`src/rtl/core/rsc_pkg.sv`:
```
// ============================================================================
// rsc_pkg: shared types and constants for the record stream checker
// Character codes, byte classes, error codes, phase encodings and the
// result record that goes from the checking core to the output register.
// ============================================================================
`default_nettype none

package rsc_pkg;

  // Characters recognised in the byte stream.
  localparam logic [7:0] CH_SPACE       = 8'h20;
  localparam logic [7:0] CH_TAB         = 8'h09;
  localparam logic [7:0] CH_LF          = 8'h0A;
  localparam logic [7:0] CH_VT          = 8'h0B;
  localparam logic [7:0] CH_FF          = 8'h0C;
  localparam logic [7:0] CH_CR          = 8'h0D;
  localparam logic [7:0] CH_GT          = 8'h3E;
  localparam logic [7:0] CH_G           = 8'h47;
  localparam logic [7:0] CH_C           = 8'h43;
  localparam logic [7:0] CH_A           = 8'h41;
  localparam logic [7:0] CH_U           = 8'h55;
  localparam logic [7:0] CH_T           = 8'h54;
  localparam logic [7:0] CH_OPEN_ROUND  = 8'h28;
  localparam logic [7:0] CH_CLOSE_ROUND = 8'h29;
  localparam logic [7:0] CH_OPEN_SQ     = 8'h5B;
  localparam logic [7:0] CH_CLOSE_SQ    = 8'h5D;
  localparam logic [7:0] CH_DOT         = 8'h2E;

  // Widths fixed by the result fields.
  localparam int unsigned REC_LEN_W = 16;
  localparam int unsigned LINE_W    = 32;

  // Classification of one byte.
  typedef struct packed {
    logic is_space;
    logic is_newline;
    logic is_header_mark;
    logic is_base;
    logic is_dot;
    logic is_open_round;
    logic is_close_round;
    logic is_open_square;
    logic is_close_square;
  } byte_class_t;

  // Class of a plain space, used for whitespace held inside a line.
  localparam byte_class_t SPACE_CLASS = '{
    is_space: 1'b1, is_newline: 1'b0, is_header_mark: 1'b0, is_base: 1'b0,
    is_dot: 1'b0, is_open_round: 1'b0, is_close_round: 1'b0,
    is_open_square: 1'b0, is_close_square: 1'b0
  };

  typedef enum logic [2:0] {
    ERR_NONE      = 3'd0,
    ERR_NO_HEADER = 3'd1,
    ERR_EMPTY     = 3'd2,
    ERR_LENGTH    = 3'd3,
    ERR_SEQUENCE  = 3'd4,
    ERR_STRUCTURE = 3'd5,
    ERR_TOO_LONG  = 3'd6
  } err_code_t;

  // Record phase: which line of the record is expected next.
  typedef enum logic [3:0] {
    PH_UNINIT = 4'b0001,
    PH_SEQ    = 4'b0010,
    PH_STRUCT = 4'b0100,
    PH_NAME   = 4'b1000
  } rec_phase_t;

  // Line phase: position within the current line.
  typedef enum logic [2:0] {
    LN_START = 3'b001,
    LN_LEAD  = 3'b010,
    LN_BODY  = 3'b100
  } line_phase_t;

  // One result transaction.
  typedef struct packed {
    logic                   record_done;
    logic [REC_LEN_W-1:0]   record_length;
    logic                   error_flag;
    err_code_t              error_code;
    logic [LINE_W-1:0]      error_line;
    logic                   file_done;
  } result_t;

endpackage

`default_nettype wire

```
`src/rtl/core/rsc_char_class.sv`:
```
// ============================================================================
// rsc_char_class: byte classifier
// Decodes one file byte into the character classes used by the checker.
// ============================================================================
`default_nettype none

module rsc_char_class (
  input  wire logic [7:0]          data_byte,
  output rsc_pkg::byte_class_t     byte_class
);

  // Decode the byte; every unlisted code is plain content with no class.
  always_comb begin
    byte_class = '0;
    unique case (data_byte) inside
      rsc_pkg::CH_LF: begin
        byte_class.is_space   = 1'b1;
        byte_class.is_newline = 1'b1;
      end
      rsc_pkg::CH_SPACE, rsc_pkg::CH_TAB, rsc_pkg::CH_CR,
      rsc_pkg::CH_FF, rsc_pkg::CH_VT: begin
        byte_class.is_space = 1'b1;
      end
      rsc_pkg::CH_GT: begin
        byte_class.is_header_mark = 1'b1;
      end
      rsc_pkg::CH_G, rsc_pkg::CH_C, rsc_pkg::CH_A,
      rsc_pkg::CH_U, rsc_pkg::CH_T: begin
        byte_class.is_base = 1'b1;
      end
      rsc_pkg::CH_DOT: begin
        byte_class.is_dot = 1'b1;
      end
      rsc_pkg::CH_OPEN_ROUND: begin
        byte_class.is_open_round = 1'b1;
      end
      rsc_pkg::CH_CLOSE_ROUND: begin
        byte_class.is_close_round = 1'b1;
      end
      rsc_pkg::CH_OPEN_SQ: begin
        byte_class.is_open_square = 1'b1;
      end
      rsc_pkg::CH_CLOSE_SQ: begin
        byte_class.is_close_square = 1'b1;
      end
      default: begin
        byte_class = '0;
      end
    endcase
  end

endmodule

`default_nettype wire

```
`src/rtl/core/rsc_check_core.sv`:
```
// ============================================================================
// rsc_check_core: record checking state and its combinational update
// Holds the line and record state, works out the next state and the result
// for one byte or end-of-file transaction, and commits it when stepped.
// ============================================================================
`default_nettype none

module rsc_check_core #(
  parameter int unsigned LENGTH_BITS = 16
) (
  input  wire logic                 clk,
  input  wire logic                 rst,
  input  wire logic                 step,
  input  wire logic                 end_of_file,
  input  rsc_pkg::byte_class_t      byte_class,
  output rsc_pkg::result_t          result
);

  localparam int unsigned DEPTH_W = LENGTH_BITS + 1;

  typedef struct packed {
    rsc_pkg::rec_phase_t            rec_phase;
    rsc_pkg::line_phase_t           line_phase;
    logic                           hdr;
    logic                           pending;
    logic                           bad;
    logic                           name;
    logic [LENGTH_BITS-1:0]         seq_len;
    logic [LENGTH_BITS-1:0]         str_len;
    logic [DEPTH_W-1:0]             round_d;
    logic [DEPTH_W-1:0]             square_d;
    logic [rsc_pkg::LINE_W-1:0]     line_count;
    rsc_pkg::err_code_t             err;
  } chk_state_t;

  localparam chk_state_t RESET_STATE = '{
    rec_phase: rsc_pkg::PH_UNINIT, line_phase: rsc_pkg::LN_START,
    hdr: 1'b0, pending: 1'b0, bad: 1'b0, name: 1'b0,
    seq_len: '0, str_len: '0, round_d: '0, square_d: '0,
    line_count: '0, err: rsc_pkg::ERR_NONE
  };

  // Keep only the first error.
  function automatic chk_state_t raise_err(chk_state_t s, rsc_pkg::err_code_t code);
    chk_state_t r;
    r = s;
    if (r.err == rsc_pkg::ERR_NONE) begin
      r.err = code;
    end
    return r;
  endfunction

  // Verdict on the record held so far: none when it is accepted.
  function automatic rsc_pkg::err_code_t close_code(chk_state_t s);
    rsc_pkg::err_code_t c;
    c = rsc_pkg::ERR_NONE;
    if (s.seq_len == '0 || s.str_len == '0) begin
      c = rsc_pkg::ERR_EMPTY;
    end else if (s.seq_len != s.str_len) begin
      c = rsc_pkg::ERR_LENGTH;
    end
    return c;
  endfunction

  // One content character of a header, sequence or structure line.
  function automatic chk_state_t content(chk_state_t s, rsc_pkg::byte_class_t c);
    chk_state_t r;
    logic       counted;
    r       = s;
    counted = 1'b1;
    if (r.hdr) begin
      if (!c.is_space) begin
        r.name = 1'b1;
      end
    end else if (!r.bad) begin
      if (r.rec_phase == rsc_pkg::PH_SEQ) begin
        if (!c.is_base) begin
          r.bad = 1'b1;
        end else if (r.seq_len == '1) begin
          r = raise_err(r, rsc_pkg::ERR_TOO_LONG);
        end else begin
          r.seq_len = r.seq_len + 1'b1;
        end
      end else begin
        if (c.is_open_round) begin
          r.round_d = r.round_d + 1'b1;
        end else if (c.is_close_round) begin
          if (r.round_d == '0) begin
            r.bad   = 1'b1;
            counted = 1'b0;
          end else begin
            r.round_d = r.round_d - 1'b1;
          end
        end else if (c.is_open_square) begin
          r.square_d = r.square_d + 1'b1;
        end else if (c.is_close_square) begin
          if (r.square_d == '0) begin
            r.bad   = 1'b1;
            counted = 1'b0;
          end else begin
            r.square_d = r.square_d - 1'b1;
          end
        end else if (!c.is_dot) begin
          r.bad   = 1'b1;
          counted = 1'b0;
        end
        if (counted) begin
          if (r.str_len == '1) begin
            r = raise_err(r, rsc_pkg::ERR_TOO_LONG);
          end else begin
            r.str_len = r.str_len + 1'b1;
          end
        end
      end
    end
    return r;
  endfunction

  // Close the current line and judge a finished sequence or structure line.
  function automatic chk_state_t end_line(chk_state_t s);
    chk_state_t r;
    r = s;
    if (r.line_phase == rsc_pkg::LN_BODY && !r.hdr) begin
      if (r.rec_phase == rsc_pkg::PH_SEQ) begin
        if (r.bad) begin
          r = raise_err(r, rsc_pkg::ERR_SEQUENCE);
        end else begin
          r.rec_phase = rsc_pkg::PH_STRUCT;
        end
      end else if (r.rec_phase == rsc_pkg::PH_STRUCT) begin
        if (r.bad || r.round_d != '0 || r.square_d != '0) begin
          r = raise_err(r, rsc_pkg::ERR_STRUCTURE);
        end else begin
          r.rec_phase = rsc_pkg::PH_NAME;
        end
      end
    end
    r.line_phase = rsc_pkg::LN_START;
    r.hdr        = 1'b0;
    r.pending    = 1'b0;
    r.bad        = 1'b0;
    return r;
  endfunction

  chk_state_t            state;
  chk_state_t            state_next;
  chk_state_t            work;
  logic                  done;
  logic [LENGTH_BITS-1:0] done_len;
  rsc_pkg::err_code_t    verdict;
  rsc_pkg::byte_class_t  eff_class;

  // Next state and result for the transaction in the input register.
  always_comb begin
    work     = state;
    done     = 1'b0;
    done_len = '0;
    verdict  = rsc_pkg::ERR_NONE;
    // Whitespace held inside a sequence or structure line spoils the line.
    eff_class = (state.pending && !state.hdr) ? rsc_pkg::SPACE_CLASS : byte_class;

    if (end_of_file) begin
      if (state.err == rsc_pkg::ERR_NONE && state.line_phase != rsc_pkg::LN_START) begin
        work = end_line(work);
      end
      if (work.err == rsc_pkg::ERR_NONE && work.name) begin
        verdict = close_code(work);
        if (verdict == rsc_pkg::ERR_NONE) begin
          done     = 1'b1;
          done_len = work.seq_len;
        end else begin
          work = raise_err(work, verdict);
        end
      end
    end else if (state.err == rsc_pkg::ERR_NONE) begin
      if (work.line_phase == rsc_pkg::LN_START) begin
        if (work.line_count != '1) begin
          work.line_count = work.line_count + 1'b1;
        end
        work.line_phase = rsc_pkg::LN_LEAD;
      end
      if (byte_class.is_newline) begin
        work = end_line(work);
      end else if (byte_class.is_space) begin
        if (work.line_phase == rsc_pkg::LN_BODY) begin
          work.pending = 1'b1;
        end
      end else if (work.line_phase == rsc_pkg::LN_LEAD) begin
        // First visible character of a line.
        work.line_phase = rsc_pkg::LN_BODY;
        if (byte_class.is_header_mark) begin
          work.hdr = 1'b1;
          if (work.rec_phase != rsc_pkg::PH_UNINIT) begin
            verdict = close_code(work);
            if (verdict == rsc_pkg::ERR_NONE) begin
              done     = 1'b1;
              done_len = work.seq_len;
            end else begin
              work = raise_err(work, verdict);
            end
          end
          if (work.err == rsc_pkg::ERR_NONE) begin
            work.seq_len   = '0;
            work.str_len   = '0;
            work.round_d   = '0;
            work.square_d  = '0;
            work.name      = 1'b0;
            work.rec_phase = rsc_pkg::PH_SEQ;
          end
        end else if (work.rec_phase == rsc_pkg::PH_UNINIT ||
                     work.rec_phase == rsc_pkg::PH_NAME) begin
          work = raise_err(work, rsc_pkg::ERR_NO_HEADER);
        end else begin
          work = content(work, byte_class);
        end
      end else begin
        work         = content(work, eff_class);
        work.pending = 1'b0;
      end
    end

    state_next = end_of_file ? RESET_STATE : work;

    result.record_done   = done;
    result.record_length = done ? rsc_pkg::REC_LEN_W'(done_len) : '0;
    result.error_flag    = (work.err != rsc_pkg::ERR_NONE);
    result.error_code    = work.err;
    result.error_line    = (work.err != rsc_pkg::ERR_NONE) ? work.line_count : '0;
    result.file_done     = end_of_file;
  end

  // State register, committed once per processed transaction.
  always_ff @(posedge clk) begin
    if (rst) begin
      state <= RESET_STATE;
    end else if (step) begin
      state <= state_next;
    end
  end

endmodule

`default_nettype wire

```
`src/rtl/core/rna_record_stream_checker_unit.sv`:
```
// An accepted transaction is held in the input register and its result in the output register.
// Throughput: one byte or end-of-file transaction per cycle while out_ready holds;
//   the limit is the update loop of the checking state register.
// Reset (synchronous): clears the checking state and empties both registers.
// An end-of-file transaction also returns the checking state to its reset value.
// ============================================================================
// rna_record_stream_checker_unit: three-line record stream checker
// Input register, checking core and output register with valid/ready on
// both sides; validates header, sequence and dot-bracket structure lines.
// ============================================================================
`default_nettype none

module rna_record_stream_checker_unit #(
  parameter int unsigned LENGTH_BITS = 16
) (
  input  wire logic                            clk,
  input  wire logic                            rst,
  input  wire logic                            in_valid,
  output logic                                 in_ready,
  input  wire logic [7:0]                      data_byte,
  input  wire logic                            end_of_file,
  output logic                                 out_valid,
  input  wire logic                            out_ready,
  output logic                                 record_done,
  output logic [rsc_pkg::REC_LEN_W-1:0]        record_length,
  output logic                                 error_flag,
  output logic [2:0]                           error_code,
  output logic [rsc_pkg::LINE_W-1:0]           error_line,
  output logic                                 file_done
);

  logic                  s0_valid;
  logic [7:0]            s0_byte;
  logic                  s0_eof;
  logic                  advance;
  rsc_pkg::byte_class_t  s0_class;
  rsc_pkg::result_t      core_result;
  rsc_pkg::result_t      out_q;

  // Handshake: the input register moves on when the output register can take.
  assign advance  = s0_valid && (!out_valid || out_ready);
  assign in_ready = !s0_valid || advance;

  // Input register.
  always_ff @(posedge clk) begin
    if (rst) begin
      s0_valid <= 1'b0;
    end else begin
      s0_valid <= (in_valid && in_ready) || (s0_valid && !advance);
    end
  end

  always_ff @(posedge clk) begin
    if (in_valid && in_ready) begin
      s0_byte <= data_byte;
      s0_eof  <= end_of_file;
    end
  end

  rsc_char_class u_char_class (
    .data_byte  (s0_byte),
    .byte_class (s0_class)
  );

  rsc_check_core #(
    .LENGTH_BITS (LENGTH_BITS)
  ) u_check_core (
    .clk         (clk),
    .rst         (rst),
    .step        (advance),
    .end_of_file (s0_eof),
    .byte_class  (s0_class),
    .result      (core_result)
  );

  // Output register.
  always_ff @(posedge clk) begin
    if (rst) begin
      out_valid <= 1'b0;
    end else begin
      out_valid <= advance || (out_valid && !out_ready);
    end
  end

  always_ff @(posedge clk) begin
    if (advance) begin
      out_q <= core_result;
    end
  end

  assign record_done   = out_q.record_done;
  assign record_length = out_q.record_length;
  assign error_flag    = out_q.error_flag;
  assign error_code    = out_q.error_code;
  assign error_line    = out_q.error_line;
  assign file_done     = out_q.file_done;

  // An accepted record never coincides with a held error.
  a_done_no_error: assert property (@(posedge clk) disable iff (rst)
    (out_valid && record_done) |-> !error_flag)
    else $error("record reported while an error is held");

  // The error flag and the error code agree.
  a_flag_code: assert property (@(posedge clk) disable iff (rst)
    out_valid |-> (error_flag == (error_code != rsc_pkg::ERR_NONE)))
    else $error("error flag and error code disagree");

  // A held error always points at a line that has been started.
  a_error_line: assert property (@(posedge clk) disable iff (rst)
    (out_valid && error_flag) |-> (error_line != '0))
    else $error("error reported without a line number");

  // A stalled transaction stays in the input register.
  a_stall_hold: assert property (@(posedge clk) disable iff (rst)
    (s0_valid && !advance) |=> (s0_valid && $stable(s0_byte) && $stable(s0_eof)))
    else $error("stalled input transaction lost");

endmodule

`default_nettype wire
```
`config.mk`:
```
export PLATFORM = sky130hd
export DESIGN_NAME = rna_record_stream_checker_unit
export DESIGN_NICKNAME = d
export VERILOG_FILES = /design/src/rtl/core/rsc_pkg.sv /design/src/rtl/core/rsc_char_class.sv /design/src/rtl/core/rsc_check_core.sv /design/src/rtl/core/rna_record_stream_checker_unit.sv
export SDC_FILE = /design/constraint.sdc
export NUM_CORES = 1
export LEC_CHECK = 0
export ABC_AREA = 1
export BUFFER_PORTS_ARGS = -buffer_cell sky130_fd_sc_hd__buf_2
export CORE_ASPECT_RATIO = 1.1
export CORE_MARGIN = 4
export CORE_UTILIZATION = 35
export CTS_CLUSTER_DIAMETER = 40
export DETAILED_ROUTE_END_ITERATION = 8
export GPL_ROUTABILITY_DRIVEN = 0
export PLACE_DENSITY = 0.55
export SYNTH_ARGS = -nofsm -noshare
export SYNTH_HDL_FRONTEND = slang
export SYNTH_SLANG_ARGS = --single-unit
export TNS_END_PERCENT = 1
```
`constraint.sdc`:
```
create_clock -name clk -period 2.8 [get_ports clk]
set_input_delay 0.28 -clock clk [delete_from_list [all_inputs] [get_ports clk]]
set_output_delay 0.28 -clock clk [all_outputs]
set_load 0.05 [all_outputs]
```
==> impl_metrics.ini <==
[sta]
setup_viol = 0
max_freq_ghz = 0.383
skew_ns = 0.0191
period_needed_ns = 2.61
maxSlewViolCount = 0
grt_setup_unrepaired = yes
period_share_pct = 93.3
finalHoldViolations = 0
worst_slew_pin_slew_ns = 1.04
relSlewSlack_pct = 30.9
setup_ws_ns = 0.186

[worst_setup_path]
critPathCaptureType = register
cp.arrival_ns = 2.81
slowest_delay_ns = 0.45
cp_slowest_cell = nor3_1
critPathKind = reg -> reg
path_delay_family = simple AND/OR/NAND/NOR gates
crit_buf_inv = 2
worst_setup_path_start_kind = register
crit_chain = inv_1 -> nand2_1 -> nor3_1 -> nor2_1 -> nand2_1 -> nand2_1 -> nand2_1 -> o21ai_0 -> nand3_1 -> nand2_1 -> nand2_1 -> nand2_2 -> nor2_2 -> buf_12 -> a21boi_0
path_common_cell = nand2_1
cp.required_ns = 3.00
path_max_fanout = 26

[final_layout]
finalNonFillerCells = 2704
num_antenna_cells = 0
fillCellCount = 4054
layout-drive-gt1-share_pct = 14.5
layout.nets = 2219
syn2layout_area_growth_pct = 15.4
fin_util_pct = 41.1

[logic_synthesis]
syn_inst = 2101
synth_mux_area_share_pct = 0
synth_edf_count = 63
synthAdderAreaFrac_pct = 0.845
synth_top_family_by_area = simple AND/OR/NAND/NOR gates
synth_area_per_cell_sq_um = 6.34
synth-seq-area-share_pct = 31.3
synthXorXnorAreaFrac_pct = 3.68
synth_top_cell_by_area = dfxtp_1
synth_nets = 2123
synthArstFlopShare_pct = 0
synth_top_area_share_pct = 17.1
synthSimpleGateAreaFrac_pct = 39.1
ys_ff_latch = 177
yosysWarningCount = 0
ys_types = 54
synth_compound_area_share_pct = 15.4
synth.area.top_cells = dfxtp_1, nand2_1, edfxtp_1
synth_area_sq_mm = 0.0133
ys.flop_type = dfxtp_1
synth_common_cells = nand2_1, nor2_1, inv_1, nand3_1, a21oi_1
yosysMostFrequentCell = nand2_1

[route]
vias = 14200
drt-wirelength-per-cell_um = 15.9
route.detailed.drc = 0
ant_nets = 0
wirelength_um = 43100
drtIter0Drc = 1283
avgViaCountPerCell = 5.24
dr.pass1.iters = 6

[floorplan]
die_w_um = 194
initial_core_util_pct = 35.6
ios = 69
die_h_um = 213
rows = 74
dieArea_sq_mm = 0.0413
fp.coreArea_sq_mm = 0.0374

[clocking]
cts_made_buffers = 17
htree_levels = 4
cts_buffer_depth = 2
root_buffer = clkbuf_16
cts.sinks = 177
clk_pin_slew_ns = 0.07
clk_latency_ns = 0.46
cts_tree = done

[global_route]
grt_pass1_vias = 13200
antenna_found_initial = 0
grt_max_degree = 73
grt_util_all_layers_pct = 20.3
grt_pass1_wl_um = 68900
overflow = 0

[outcome]
status = completed

[hold_path]
holdCritPathClass = in -> reg

[pwr]
ir_worst_vdd_mv = 0.476
p_per_area_mw_per_mm2 = 515
power_leakage_nw = 6.41

[placement]
pre_cts_ws_ns = 0.171
dp.final_hpwl_um = 32100
port_buffers = 68
dp_cells = 2668

[job]
drv_cap = 0
## routing by layer
layer / wire length [um] / track usage, % / up-vias / share of wire (%)
met5: 0 / 0 / - / 0
met4: 1180 / 6.64 / 0 / 2.7
met3: 2160 / 3.25 / 73 / 5.0
met2: 20700 / 35.2 / 447 / 48
met1: 19000 / 26.0 / 6529 / 44
li1: - / - / 7130 / -
## metrics by stage
step	TNS [ns]	instance area, sq um	total power [mW]	hold WS [ns]
final	0	15400	7.92	0.0167
after global placement	0	14700	5.49	0.451
after CTS	0	15300	7.95	0.00313
after global routing	-0.176	15400	8.39	0.000661
after detailed placement	0	14700	5.51	0.458
after floorplan	0	13300	4.77	0.379
## area by class of cell
class                   count  area [sq um]  share of cell area (%)
multi-input cells        1604          7930                    51.6
well taps                 494           618                    4.02
clock buffers              22           495                    3.22
flip-flops and latches    177          4170                    27.1
inverters                 222           838                    5.45
repair buffers            175          1230                    8.01
clock inverters            10          86.3                   0.561
## worst reg2reg max path, cell delays in order (launching register included)
cell and delay, ns:
dfxtp_1 0.32, inv_1 0.09, nand2_1 0.09, nor3_1 0.45, nor2_1 0.20, nand2_1 0.16
nand2_1 0.12, nand2_1 0.10, o21ai_0 0.08, nand3_1 0.09, nand2_1 0.05, nand2_1 0.07
nand2_2 0.08, nor2_2 0.18, buf_12 0.19, a21boi_0 0.10
## sequential cells by signal, summed over array words and instances (netlist names)
signal / flops
record_done: 1
s0_byte: 8
record_length: 16
error_code: 3
u_check_core.state: 112
error_line: 32
s0_valid: 1
s0_eof: 1
file_done: 1
error_flag: 1
out_valid: 1
## final timing paths
check	startpoint	end	slack, ns	depth (start not counted)
max reg2reg	u_check_core.state[111]	error_line[0]	0.19	15
min reg2reg	s0_valid	out_valid	0.47	2
min	data_byte[6]	s0_byte[6]	0.02	1
max	u_check_core.state[111]	error_line[0]	0.19	15
## layout by cell type, fill, tap and decap left out, types with 6 or more instances in the layout
cell / netlist / routed
o21ai_0: 115 / 114
nor2_2: 9 / 14
a21oi_1: 164 / 163
a211oi_1: 6 / 6
nor3_1: 70 / 69
nand2_1: 544 / 544
a21oi_2: 13 / 14
buf_4: 7 / 97
o211ai_1: 13 / 13
nor2_4: 9 / 11
dfxtp_1: 114 / 114
buf_12: 1 / 6
a31oi_1: 6 / 6
nand3_2: 9 / 11
nand3_1: 167 / 165
buf_2: 19 / 68
nand2_2: 15 / 15
nor2_1: 273 / 266
nor4_1: 7 / 6
a21boi_1: 9 / 9
clkinv_1: 6 / 6
inv_1: 191 / 187
ha_1: 9 / 9
clkbuf_16: 0 / 18
edfxtp_1: 63 / 63
inv_2: 25 / 26
nand4_1: 56 / 56
xor2_1: 52 / 52
o21ai_1: 13 / 13
## logic make-up after synthesis
family / after synthesis
buf+inv: 320
flops: 177
simple gates: 1176
fa+ha+maj: 9
xor+xnor: 56
compound gates: 363
## what timing repair did
action / in CTS / in global routing
setup endpoints to repair: 0 / 66
gates resized for setup: 0 / 22
hold buffers: 2 / 0
setup buffers: 0 / 2
hold endpoints to repair: 2 / 0
## power by group
| group | internal (mW) | switching, mW | total (mW) |
|---|---|---|---|
| clock | 1.28 | 1.14 | 2.43 |
| combinational | 0.827 | 1.80 | 2.62 |
| sequential | 2.78 | 0.0898 | 2.87 |
Power figures use the tool's default switching activity.
